## config.mk

```make
export PLATFORM = sky130hd
export DESIGN_NAME = trial_division_factorizer_unit
export DESIGN_NICKNAME = d
export VERILOG_FILES = /design/src/sv/tdf_pkg.sv /design/src/sv/tdf_divider.sv /design/src/sv/tdf_sequencer.sv /design/src/sv/trial_division_factorizer_unit.sv
export SDC_FILE = /design/constraint.sdc
export NUM_CORES = 1
export LEC_CHECK = 0
export ABC_AREA = 1
export BUFFER_PORTS_ARGS = -buffer_cell sky130_fd_sc_hd__clkbuf_2
export CORE_ASPECT_RATIO = 1.5
export CORE_UTILIZATION = 48
export CTS_CLUSTER_DIAMETER = 30
export CTS_CLUSTER_SIZE = 25
export DETAILED_ROUTE_END_ITERATION = 6
export PLACE_DENSITY = 0.74
export RECOVER_POWER = 50
export SYNTH_ARGS = -nofsm -noshare
export SYNTH_HDL_FRONTEND = slang
export SYNTH_HIERARCHICAL = 1
export SYNTH_SLANG_ARGS = --single-unit
```

## constraint.sdc

```tcl
create_clock -name clk -period 4.9 [get_ports clk]
set_clock_uncertainty 0.05 [all_clocks]
set_input_delay 0.735 -clock clk [delete_from_list [all_inputs] [get_ports clk]]
set_output_delay 0.735 -clock clk [all_outputs]
set_load 0.01 [all_outputs]
```

## src/sv/tdf_pkg.sv

```systemverilog
package tdf_pkg;

    // Default width of the value being factored
    localparam int VALUE_BITS_DEF = 32;

    // Fixed widths of the beat fields
    localparam int IN_W    = 32;
    localparam int PRIME_W = 32;
    localparam int EXP_W   = 6;

    // Result limit per input value
    localparam int MAX_RESULTS   = 9;
    localparam int FIRST_DIVISOR = 2;

    localparam int CNT_W = $clog2(MAX_RESULTS + 1);

    typedef logic [CNT_W-1:0] cnt_t;
    typedef logic [EXP_W-1:0] exp_t;

    localparam cnt_t CNT_ONE = cnt_t'(1);
    localparam cnt_t CNT_MAX = cnt_t'(MAX_RESULTS);
    localparam exp_t EXP_ONE = exp_t'(1);

    // One result beat
    typedef struct packed {
        logic [PRIME_W-1:0] prime_factor;
        exp_t               exponent;
        logic               last;
        logic               no_factors;
    } result_t;

    // Sequencer states
    typedef enum logic [2:0] {
        S_IDLE,
        S_START,
        S_WAIT,
        S_PUSH,
        S_FINISH,
        S_LASTOUT
    } state_t;

endpackage

```

## src/sv/tdf_divider.sv

```systemverilog
module tdf_divider #(
    parameter int W = tdf_pkg::VALUE_BITS_DEF
) (
    input  logic         clk,
    input  logic         rst_n,
    input  logic         start,
    input  logic [W-1:0] dividend,
    input  logic [W-1:0] divisor,
    output logic         done,
    output logic [W-1:0] quotient,
    output logic [W-1:0] remainder
);

    localparam int CW = $clog2(W + 1);

    logic          busy_reg;
    logic          done_reg;
    logic [CW-1:0] cnt_reg;
    logic [W-1:0]  q_reg;
    logic [W-1:0]  r_reg;

    logic [W:0]    shifted;
    logic [W:0]    diff;
    logic          ge;
    logic [W-1:0]  q_next;
    logic [W-1:0]  r_next;

    // One restoring step: shift in the next dividend bit, try to subtract
    always_comb
    begin
        shifted = {r_reg, q_reg[W-1]};
        diff    = shifted - {1'b0, divisor};
        // partial remainder stays below twice the divisor, so bit W is the borrow
        ge      = ~diff[W];
        r_next  = ge ? diff[W-1:0] : shifted[W-1:0];
        q_next  = {q_reg[W-2:0], ge};
    end

    // Step counter and done pulse
    always_ff @(posedge clk or negedge rst_n)
    begin
        if (!rst_n)
        begin
            busy_reg <= 1'b0;
            done_reg <= 1'b0;
            cnt_reg  <= '0;
        end
        else
        begin
            done_reg <= 1'b0;
            if (start)
            begin
                busy_reg <= 1'b1;
                cnt_reg  <= CW'(W);
            end
            else if (busy_reg)
            begin
                cnt_reg <= cnt_reg - CW'(1);
                if (cnt_reg == CW'(1))
                begin
                    busy_reg <= 1'b0;
                    done_reg <= 1'b1;
                end
            end
        end
    end

    // Quotient / partial remainder shift registers
    always_ff @(posedge clk)
    begin
        if (start)
        begin
            q_reg <= dividend;
            r_reg <= '0;
        end
        else if (busy_reg)
        begin
            q_reg <= q_next;
            r_reg <= r_next;
        end
    end

    assign done      = done_reg;
    assign quotient  = q_reg;
    assign remainder = r_reg;

endmodule

```

## src/sv/tdf_sequencer.sv

```systemverilog
module tdf_sequencer #(
    parameter int VB = tdf_pkg::VALUE_BITS_DEF
) (
    input  logic                    clk,
    input  logic                    rst_n,
    input  logic                    in_valid,
    output logic                    in_ready,
    input  logic [tdf_pkg::IN_W-1:0] value,
    input  logic                    out_free,
    output logic                    push_valid,
    output tdf_pkg::result_t        push_data,
    output logic                    div_start,
    input  logic                    div_done,
    input  logic [VB-1:0]           div_quot,
    input  logic [VB-1:0]           div_rem,
    output logic [VB-1:0]           dividend,
    output logic [VB-1:0]           divisor
);

    localparam int WIDE = (VB > tdf_pkg::PRIME_W) ? VB : tdf_pkg::PRIME_W;

    tdf_pkg::state_t  state_reg, state_next;
    logic [VB-1:0]    rem_reg, rem_next;
    logic [VB-1:0]    div_reg, div_next;
    tdf_pkg::exp_t    mult_reg, mult_next;
    tdf_pkg::cnt_t    cnt_reg, cnt_next;
    logic             inner_reg, inner_next;
    logic             pend_valid_reg, pend_valid_next;
    tdf_pkg::result_t pend_reg, pend_next;

    logic [VB-1:0]    val_in;
    logic             val_trivial;
    logic             rem_gt1;
    logic             can_move;
    logic [WIDE-1:0]  div_wide;
    logic [WIDE-1:0]  rem_wide;
    tdf_pkg::result_t cand;

    assign val_in      = VB'(value);
    assign val_trivial = (val_in[VB-1:1] == '0);
    assign rem_gt1     = (rem_reg[VB-1:1] != '0);
    assign div_wide    = WIDE'(div_reg);
    assign rem_wide    = WIDE'(rem_reg);
    // pending beat may move on only if the output stage takes it
    assign can_move    = ~pend_valid_reg | out_free;
    assign dividend    = rem_reg;
    assign divisor     = div_reg;

    // Candidate result: found divisor power, or the leftover prime
    always_comb
    begin
        cand            = '0;
        if (state_reg == tdf_pkg::S_FINISH)
        begin
            cand.prime_factor = rem_wide[tdf_pkg::PRIME_W-1:0];
            cand.exponent     = tdf_pkg::EXP_ONE;
        end
        else
        begin
            cand.prime_factor = div_wide[tdf_pkg::PRIME_W-1:0];
            cand.exponent     = mult_reg;
        end
    end

    // Next state
    always_comb
    begin
        state_next = state_reg;
        unique case (state_reg)
            tdf_pkg::S_IDLE:
            begin
                if (in_valid)
                    state_next = val_trivial ? tdf_pkg::S_LASTOUT : tdf_pkg::S_START;
            end
            tdf_pkg::S_START:
            begin
                state_next = tdf_pkg::S_WAIT;
            end
            tdf_pkg::S_WAIT:
            begin
                if (div_done)
                begin
                    if (!inner_reg)
                        state_next = (div_reg > div_quot) ? tdf_pkg::S_FINISH
                                                          : tdf_pkg::S_START;
                    else
                        state_next = (div_rem == '0) ? tdf_pkg::S_START
                                                     : tdf_pkg::S_PUSH;
                end
            end
            tdf_pkg::S_PUSH:
            begin
                if (can_move)
                    state_next = (cnt_reg + tdf_pkg::CNT_ONE == tdf_pkg::CNT_MAX)
                                 ? tdf_pkg::S_LASTOUT : tdf_pkg::S_START;
            end
            tdf_pkg::S_FINISH:
            begin
                if (!rem_gt1 || can_move)
                    state_next = tdf_pkg::S_LASTOUT;
            end
            tdf_pkg::S_LASTOUT:
            begin
                if (out_free)
                    state_next = tdf_pkg::S_IDLE;
            end
            default:
            begin
                state_next = tdf_pkg::S_IDLE;
            end
        endcase
    end

    // Outputs and datapath updates
    always_comb
    begin
        in_ready        = 1'b0;
        div_start       = 1'b0;
        push_valid      = 1'b0;
        push_data       = pend_reg;
        push_data.last  = 1'b0;
        rem_next        = rem_reg;
        div_next        = div_reg;
        mult_next       = mult_reg;
        cnt_next        = cnt_reg;
        inner_next      = inner_reg;
        pend_valid_next = pend_valid_reg;
        pend_next       = pend_reg;
        unique case (state_reg)
            tdf_pkg::S_IDLE:
            begin
                in_ready = 1'b1;
                if (in_valid)
                begin
                    rem_next        = val_in;
                    div_next        = VB'(tdf_pkg::FIRST_DIVISOR);
                    mult_next       = '0;
                    cnt_next        = '0;
                    inner_next      = 1'b0;
                    pend_next       = '0;
                    pend_next.no_factors = val_trivial;
                    pend_valid_next = val_trivial;
                end
            end
            tdf_pkg::S_START:
            begin
                div_start = 1'b1;
            end
            tdf_pkg::S_WAIT:
            begin
                if (div_done)
                begin
                    if (!inner_reg)
                    begin
                        if (div_reg <= div_quot)
                        begin
                            if (div_rem == '0)
                            begin
                                rem_next   = div_quot;
                                mult_next  = tdf_pkg::EXP_ONE;
                                inner_next = 1'b1;
                            end
                            else
                            begin
                                div_next = div_reg + VB'(1);
                            end
                        end
                    end
                    else if (div_rem == '0)
                    begin
                        rem_next  = div_quot;
                        mult_next = mult_reg + tdf_pkg::EXP_ONE;
                    end
                    else
                    begin
                        inner_next = 1'b0;
                    end
                end
            end
            tdf_pkg::S_PUSH:
            begin
                if (can_move)
                begin
                    push_valid      = pend_valid_reg;
                    pend_next       = cand;
                    pend_valid_next = 1'b1;
                    cnt_next        = cnt_reg + tdf_pkg::CNT_ONE;
                    div_next        = div_reg + VB'(1);
                end
            end
            tdf_pkg::S_FINISH:
            begin
                if (rem_gt1 && can_move)
                begin
                    push_valid      = pend_valid_reg;
                    pend_next       = cand;
                    pend_valid_next = 1'b1;
                    cnt_next        = cnt_reg + tdf_pkg::CNT_ONE;
                end
            end
            tdf_pkg::S_LASTOUT:
            begin
                // final beat of this value carries last
                if (out_free)
                begin
                    push_valid      = 1'b1;
                    push_data.last  = 1'b1;
                    pend_valid_next = 1'b0;
                end
            end
            default:
            begin
                in_ready = 1'b0;
            end
        endcase
    end

    // Control state
    always_ff @(posedge clk or negedge rst_n)
    begin
        if (!rst_n)
        begin
            state_reg      <= tdf_pkg::S_IDLE;
            inner_reg      <= 1'b0;
            pend_valid_reg <= 1'b0;
            cnt_reg        <= '0;
        end
        else
        begin
            state_reg      <= state_next;
            inner_reg      <= inner_next;
            pend_valid_reg <= pend_valid_next;
            cnt_reg        <= cnt_next;
        end
    end

    // Working values
    always_ff @(posedge clk)
    begin
        rem_reg  <= rem_next;
        div_reg  <= div_next;
        mult_reg <= mult_next;
        pend_reg <= pend_next;
    end

endmodule

```

## src/sv/trial_division_factorizer_unit.sv

```systemverilog
// Trial-division prime factorizer, one value at a time.
// Each trial divisor costs one divide on the shared bit-serial divider,
// plus one more divide per power of a found prime and a push step; a 32-bit prime walks
// about 65536 trial divisors, and a value of 0 or 1 gives its single beat.
// in_ready is high only while the sequencer idles; results drain through one output register.
// rst_n is asynchronous, active low: sequencer idles, no pending or output beat.
module trial_division_factorizer_unit #(
    parameter int VALUE_BITS = tdf_pkg::VALUE_BITS_DEF
) (
    input  logic                        clk,
    input  logic                        rst_n,
    input  logic                        in_valid,
    output logic                        in_ready,
    input  logic [tdf_pkg::IN_W-1:0]    value,
    output logic                        out_valid,
    input  logic                        out_ready,
    output logic [tdf_pkg::PRIME_W-1:0] prime_factor,
    output logic [tdf_pkg::EXP_W-1:0]   exponent,
    output logic                        last,
    output logic                        no_factors
);

    logic                   out_valid_reg;
    tdf_pkg::result_t       out_data_reg;
    logic                   out_free;
    logic                   push_valid;
    tdf_pkg::result_t       push_data;
    logic                   div_start;
    logic                   div_done;
    logic [VALUE_BITS-1:0]  div_quot;
    logic [VALUE_BITS-1:0]  div_rem;
    logic [VALUE_BITS-1:0]  dividend;
    logic [VALUE_BITS-1:0]  divisor;

    assign out_free = ~out_valid_reg | out_ready;

    tdf_sequencer #(
        .VB (VALUE_BITS)
    ) u_seq (
        .clk        (clk),
        .rst_n      (rst_n),
        .in_valid   (in_valid),
        .in_ready   (in_ready),
        .value      (value),
        .out_free   (out_free),
        .push_valid (push_valid),
        .push_data  (push_data),
        .div_start  (div_start),
        .div_done   (div_done),
        .div_quot   (div_quot),
        .div_rem    (div_rem),
        .dividend   (dividend),
        .divisor    (divisor)
    );

    tdf_divider #(
        .W (VALUE_BITS)
    ) u_div (
        .clk       (clk),
        .rst_n     (rst_n),
        .start     (div_start),
        .dividend  (dividend),
        .divisor   (divisor),
        .done      (div_done),
        .quotient  (div_quot),
        .remainder (div_rem)
    );

    // Output beat register
    always_ff @(posedge clk or negedge rst_n)
    begin
        if (!rst_n)
            out_valid_reg <= 1'b0;
        else if (push_valid)
            out_valid_reg <= 1'b1;
        else if (out_ready)
            out_valid_reg <= 1'b0;
    end

    always_ff @(posedge clk)
    begin
        if (push_valid)
            out_data_reg <= push_data;
    end

    assign out_valid    = out_valid_reg;
    assign prime_factor = out_data_reg.prime_factor;
    assign exponent     = out_data_reg.exponent;
    assign last         = out_data_reg.last;
    assign no_factors   = out_data_reg.no_factors;

endmodule

```

==> reports/metrics.yaml, run 1 <==
synth-seq-cells: 231
min_period_ns: 4.05
endpoint_kind: "flip-flop"
synth_commonest_cells: "nand2_1 (577), inv_1 (325), edfxtp_1 (181), nor2_1 (138), a21oi_1 (79)"
ys_seq_area_frac: 0.452
areaGrowthSynthToFinish_pct: 12.2
grt_max_degree: 53
grt_pass1_wl_um: 59800
netlist.area_leader.share: 0.377
start_util: 0.489
drt_iter0_markers: 932
route.detailed.drc: 0
hold_viol_final: 0
wl_met3_um: 1940
n_fill_cell: 2777
pwr_density_cell_nw_per_um2: 281
netlist_area_um2: 14400
wl_met2_um: 18900
rsz0062_at_grt: "no"
fp-row-count: 77
dieArea_um2: 30800
dr.pass1.iters: 7
fin_hold_ws_ns: 0.331
largest_reg_flops: 39
setup_violations: 0
cts.clk_slew.worst_paths_ns: 0.06
drive_above_1_share: 0.107
chipHeight_um: 214
antenna_left: 0
yosysTopAreaCell: "edfxtp_1"
p_leak_nw: 7.59
routed_wl_um: 37500
status: "finished, violations left"
finalSetupTns_ns: 0
finalNetCount: 2033
worstPathRequired_ns: 5.03
final_core_util: 0.549
diodes: 0
wl_per_cell_um: 16.0
tightestPinTransition_ns: 2.05
root_buffer: "clkbuf_16"
synth.most_common_cell: "nand2_1"
yosysWarnings: 6
core_area_um2: 29500
cts_inserted_buffers: 35
cts_setup_buffers: 0
ctsResizeCount: 0
dp_hpwl_um: 28100
violations: "max-capacitance violations, max-slew violations"
max_clock_freq_ghz: 0.247
clock_latency_ns: 0.52
synthCells: 1841
crit_arrival_ns: 4.18
critPathKind: "flip-flop to flip-flop"
synth_flop_cell: "edfxtp_1"
slew_headroom: -0.369
syn_avg_cell_area_um2: 7.83
overflow: 0
cts_max_level: 2
routed.top_layer: "met4"
hp-class: "input port to async pin"
cp_max_fo: 23
routed-via-count: 12201
slew_viol_final: 88
die_w_um: 144
ys_top_cells_by_area: "edfxtp_1 (38%), nand2_1 (15%), inv_1 (8.5%)"
vdd_drop_max_uv: 329
syn-num-nets: 1948
clock_sinks: 231
antenna_found_initial: 0
cts.path.max_buffers: 3
routabilityCongestion: 1.04
min_period_over_period: 0.827
grt_usage: 0.251
port_buffers: 77
grt_pass1_vias: 12054
synth_edf_count: 181
vias_per_cell: 5.20
worst_setup_path_start_kind: "flip-flop"
hold_buffers: 0
wl_met1_um: 14700
ff2ff_path_depth: 9
synthArstFlopShare: 0.0779
p_total_mw: 4.55
cts_tree: "done"
ios: 78
cap_violations: 2
synth_cell_type_count: 59
per-layer routing:
layer,global-route usage,vias to the layer above
met5,0,-
met4,0.143,0
met3,0.0339,118
met2,0.445,425
met1,0.285,5610
li1,-,6048
worst max-delay path, stage by stage, from the launching register on:
cell,delay [ns]
dfrtp_1,0.44
nor2_4,0.36
inv_4,0.22
nor2_1,0.13
clkbuf_1,0.40
inv_1,0.40
nand2_1,0.66
nand4_1,0.25
o21ai_4,0.33
buf_4,0.45
cell type report:
class / count / area, µm² / area share
Sequential cell: 231 / 6530 / 0.403
Multi-Input combinational cell: 1233 / 6340 / 0.392
Inverter: 339 / 1270 / 0.0788
Clock buffer: 42 / 945 / 0.0584
Tap cell: 395 / 494 / 0.0305
Timing Repair Buffer: 86 / 387 / 0.0239
Clock inverter: 21 / 209 / 0.0129
metrics by stage:
stage               instance area, µm²  setup slack (ns)  std cells
finish                           16200             0.848       2347
global route                     16200             0.622       2347
CTS                              16300              1.23       2347
detailed placement               15200              1.26       2284
global placement                 15200              1.36       2284
floorplan                        14400             0.549       1841
kinds of logic after synthesis:
kind of cell	Yosys count	share of synthesized area
AOI/OAI and AO/OA	186	0.0684
and+or+nand+nor	958	0.302
buffers and inverters	377	0.104
xor gates and xnor gates	18	0.0109
adders and majority gates	71	0.0621
DFF	231	0.452
report_power, final:
part	internal, mW	switching (mW)	total (mW)	leakage (nW)
clock network	1.51	0.930	2.44	0.551
logic	0.0111	0.0134	0.0245	4.86
registers	2.09	0.0000000000000000309	2.09	2.19
worst paths after layout:
check | slack, ns | from | to
max | 0.85 | u_seq/state_reg[2]$_DFFE_PN0P_ | prime_factor[19]$_DFFE_PP_
max reg2reg | 0.85 | u_seq/state_reg[2]$_DFFE_PN0P_ | prime_factor[19]$_DFFE_PP_
min reg2reg | 0.35 | u_seq/push_data[7]$_SDFFCE_PP0P_ | exponent[5]$_DFFE_PP_
min | 0.33 | rst_n | u_div/cnt_reg[0]$_DFFE_PN0P_
max in group asynchronous | 3.85 | rst_n | u_seq/state_reg[2]$_DFFE_PN0P_
min in group clk | 0.35 | u_seq/push_data[7]$_SDFFCE_PP0P_ | exponent[5]$_DFFE_PP_
cell usage in the layout (no fill, tap or decap), drive strengths merged, types with 2 or more instances in the layout:
master / netlist / layout
o211ai: 2 / 2
bufinv: 0 / 2
o22ai: 7 / 7
a21o: 2 / 2
xnor2: 15 / 15
nor3b: 5 / 5
a211oi: 2 / 2
nor4: 12 / 12
o21a: 4 / 4
buf: 17 / 5
xor2: 3 / 3
clkinvlp: 0 / 5
nand4: 25 / 25
o21ai: 84 / 84
edfxtp: 181 / 181
and2: 5 / 5
clkinv: 1 / 9
nor2: 154 / 154
ha: 70 / 70
nand3: 74 / 74
nor3: 34 / 34
a21oi: 80 / 80
inv: 338 / 344
and3: 3 / 3
clkbuf: 21 / 123
dfrtp: 18 / 18
dfxtp: 32 / 32
or2: 4 / 4
a31oi: 2 / 2
nand2: 638 / 638
No activity file was read; power rests on OpenSTA's default activity.
==> inputs of run 2 (changes only) <==
- clock period: 4.9 -> 4.1 ns (I/O delays scaled with it)
==> reports/metrics.yaml, run 2 (synthesis gave the netlist of run 1 again) <==
worstPathRequired_ns: 4.42  # -0.61 ns
drive_above_1_share: 0.108  # +0.00143
routed-via-count: 12156  # -0.37%
port_buffers: 77  # unchanged
grt_usage: 0.247  # -0.00350
critPathMaxStageDelay_ns: 1.58  # +0.92 ns
critPathMostFrequentCell: "nor2_1"
areaGrowthSynthToFinish_pct: 12.0
chipHeight_um: 214  # unchanged
hp-class: "input port to flip-flop"
pwr_density_cell_nw_per_um2: 323  # +15%
max_clock_freq_ghz: 0.286  # +16%
grt_pass1_vias: 11992  # -0.51%
antenna_left: 0  # unchanged
slew_viol_final: 88  # unchanged
drt_iter0_markers: 975  # +4.6%
switching_share: 0.219  # +0.0120
vias_per_cell: 5.17  # -0.45%
dr.pass1.iters: 6  # -1
overflow: 0  # unchanged
power.switching_mw: 1.15  # +21%
finalSetupTns_ns: 0  # unchanged
critical_path.reg2reg.endpoint: "u_seq/push_data[31]$_SDFFCE_PN0P_"
setup_violations: 0  # unchanged
clock_latency_ns: 0.57  # +0.05 ns
cts_inserted_buffers: 31  # -11%
dp_hpwl_um: 28600  # +1.6%
fin_area_um2: 16200  # -0.12%
path_depth: 7  # -2
layout_common_cells: "nand2_1 (581), inv_1 (326), edfxtp_1 (181)"
p_leak_nw: 7.59  # about the same
ios: 78  # unchanged
vdd_drop_max_uv: 351  # +6.8%
antenna_found_initial: 0  # unchanged
critPathSlowestCell: "clkbuf_1"
placed_cell_area_um2: 15200  # +0.38%
tightestPinTransition_ns: 2.22  # +0.169 ns
wl_per_cell_um: 15.8  # -0.98%
routabilityCongestion: 1.01  # -2.9%
clockPowerShare: 0.517  # -0.019
pwr-share-seq: 0.477  # +0.018
cts_setup_buffers: 0  # unchanged
endpoint_kind: "flip-flop"
hold_path_end: "out_valid$_DFFE_PN0P_"
die_w_um: 144  # unchanged
grt_max_degree: 53  # unchanged
hp-start: "out_ready"
start_util: 0.489  # unchanged
largest_reg_flops: 39  # unchanged
cap_violations: 2  # unchanged
route.detailed.drc: 0  # unchanged
worst-path-buf-inv: 3  # -1
fp-row-count: 77  # unchanged
routed_wl_um: 37200  # -0.90%
root_buffer: "clkbuf_16"
cp_cell_sequence: "nor2_1, clkinv_1, nor2_1, inv_1, clkbuf_1, o21ai_0, a21oi_1"
p_total_mw: 5.22  # +15%
worst_setup_path_start_kind: "flip-flop"
final_common_cell: "nand2_1"
r2r_setup_slack_ns: 0.60  # -0.24 ns
clock_sinks: 231  # unchanged
dieArea_um2: 30800  # unchanged
cts_tree: "done"
p_int_mw: 4.08  # +13%
diodes: 0  # unchanged
cts_max_level: 1  # -1
cp_max_fo: 48  # +110%
rsz0062_at_grt: "no"
comb_power_share: 0.006  # about the same
min_period_over_period: 0.852  # +0.0256
reg2reg_from: "u_seq/state_reg[0]$_DFFE_PN0P_"
status: "finished, violations left"
cp_top_family: "buffers and inverters"
violations: "max-capacitance violations, max-slew violations"
slew_headroom: -0.481  # -0.112
min_period_ns: 3.50  # -0.556 ns
finalNetCount: 2036  # +0.15%
cts.path.max_buffers: 3  # unchanged
crit_arrival_ns: 3.82  # -0.36 ns
hold_viol_final: 0  # unchanged
cts.clk_slew.worst_paths_ns: 0.06  # about the same
critPathKind: "flip-flop to flip-flop"
hold_depth: 4
grt_pass1_wl_um: 59100  # -1.0%
core_area_um2: 29500  # unchanged
ff2ff_path_depth: 7  # -2
==> run 2: tightest hold or removal path, stage by stage <==
cell and delay [ns]:
clkbuf_2 0.08, inv_1 0.04, nand2_2 0.08, nand2_2 0.04
==> run 2: what timing repair did <==
item,in CTS,in global routing
resized for setup,0,0
endpoints found under the hold margin,18,0
hold buffers,1,0
==> run 2: power groups by stage <==
stage	Sequential (mW)	Clock, mW	Combinational, mW
floorplan	2.54	0	0.00297
global placement	2.54	0	0.0295
detailed placement	2.54	0	0.0297
CTS	2.49	2.77	0.0307
global route	2.49	2.85	0.0337
finish	2.49	2.70	0.0303
==> run 2: final cells by class <==
type                            count  area (µm²)
Clock buffer                       32         779
Fill cell                        2854       13300
Clock inverter                     26         293
Timing Repair Buffer               93         457
Multi-Input combinational cell   1233        6340
Tap cell                          395         494
Sequential cell                   231        6530
Inverter                          339        1270
==> run 2: metrics by stage <==
stage | setup slack, ns | cells | hold WS, ns | util
global route | 0.423 | 2349 | 0.284 | 0.548
finish | 0.605 | 2349 | 0.272 | 0.548
detailed placement | 0.949 | 2290 | 0.355 | 0.517
global placement | 0.986 | 2290 | 0.352 | 0.517
CTS | 0.922 | 2349 | 0.244 | 0.553
floorplan | 0.921 | 1841 | 0.269 | -
==> run 2: worst max-delay path by stage <==
| stage | start | to | slack (ns) |
|---|---|---|---|
| 2_1_floorplan | u_seq/state_reg[0]$_DFFE_PN0P_ | exponent[0]$_DFFE_PP_ | 0.92 |
| 3_3_place_gp | u_seq/divisor[31]$_SDFFCE_PN0P_ | u_seq/dividend[30]$_DFFE_PP_ | 0.99 |
| 3_5_place_dp | u_seq/state_reg[2]$_DFFE_PN0P_ | prime_factor[28]$_DFFE_PP_ | 0.95 |
| 4_1_cts | u_seq/state_reg[2]$_DFFE_PN0P_ | prime_factor[27]$_DFFE_PP_ | 0.92 |
| 5_1_grt | u_seq/state_reg[0]$_DFFE_PN0P_ | u_div/quotient[15]$_DFFE_PP_ | 0.42 |
| 6_report | u_seq/state_reg[0]$_DFFE_PN0P_ | u_seq/push_data[31]$_SDFFCE_PN0P_ | 0.60 |
==> run 2: metal layers <==
layer	track usage	vias up	wire length, µm
li1	-	6050	-
met1	0.280	5598	14500
met2	0.452	397	19100
met3	0.0277	111	1770
met4	0.121	0	1830
met5	0	-	0
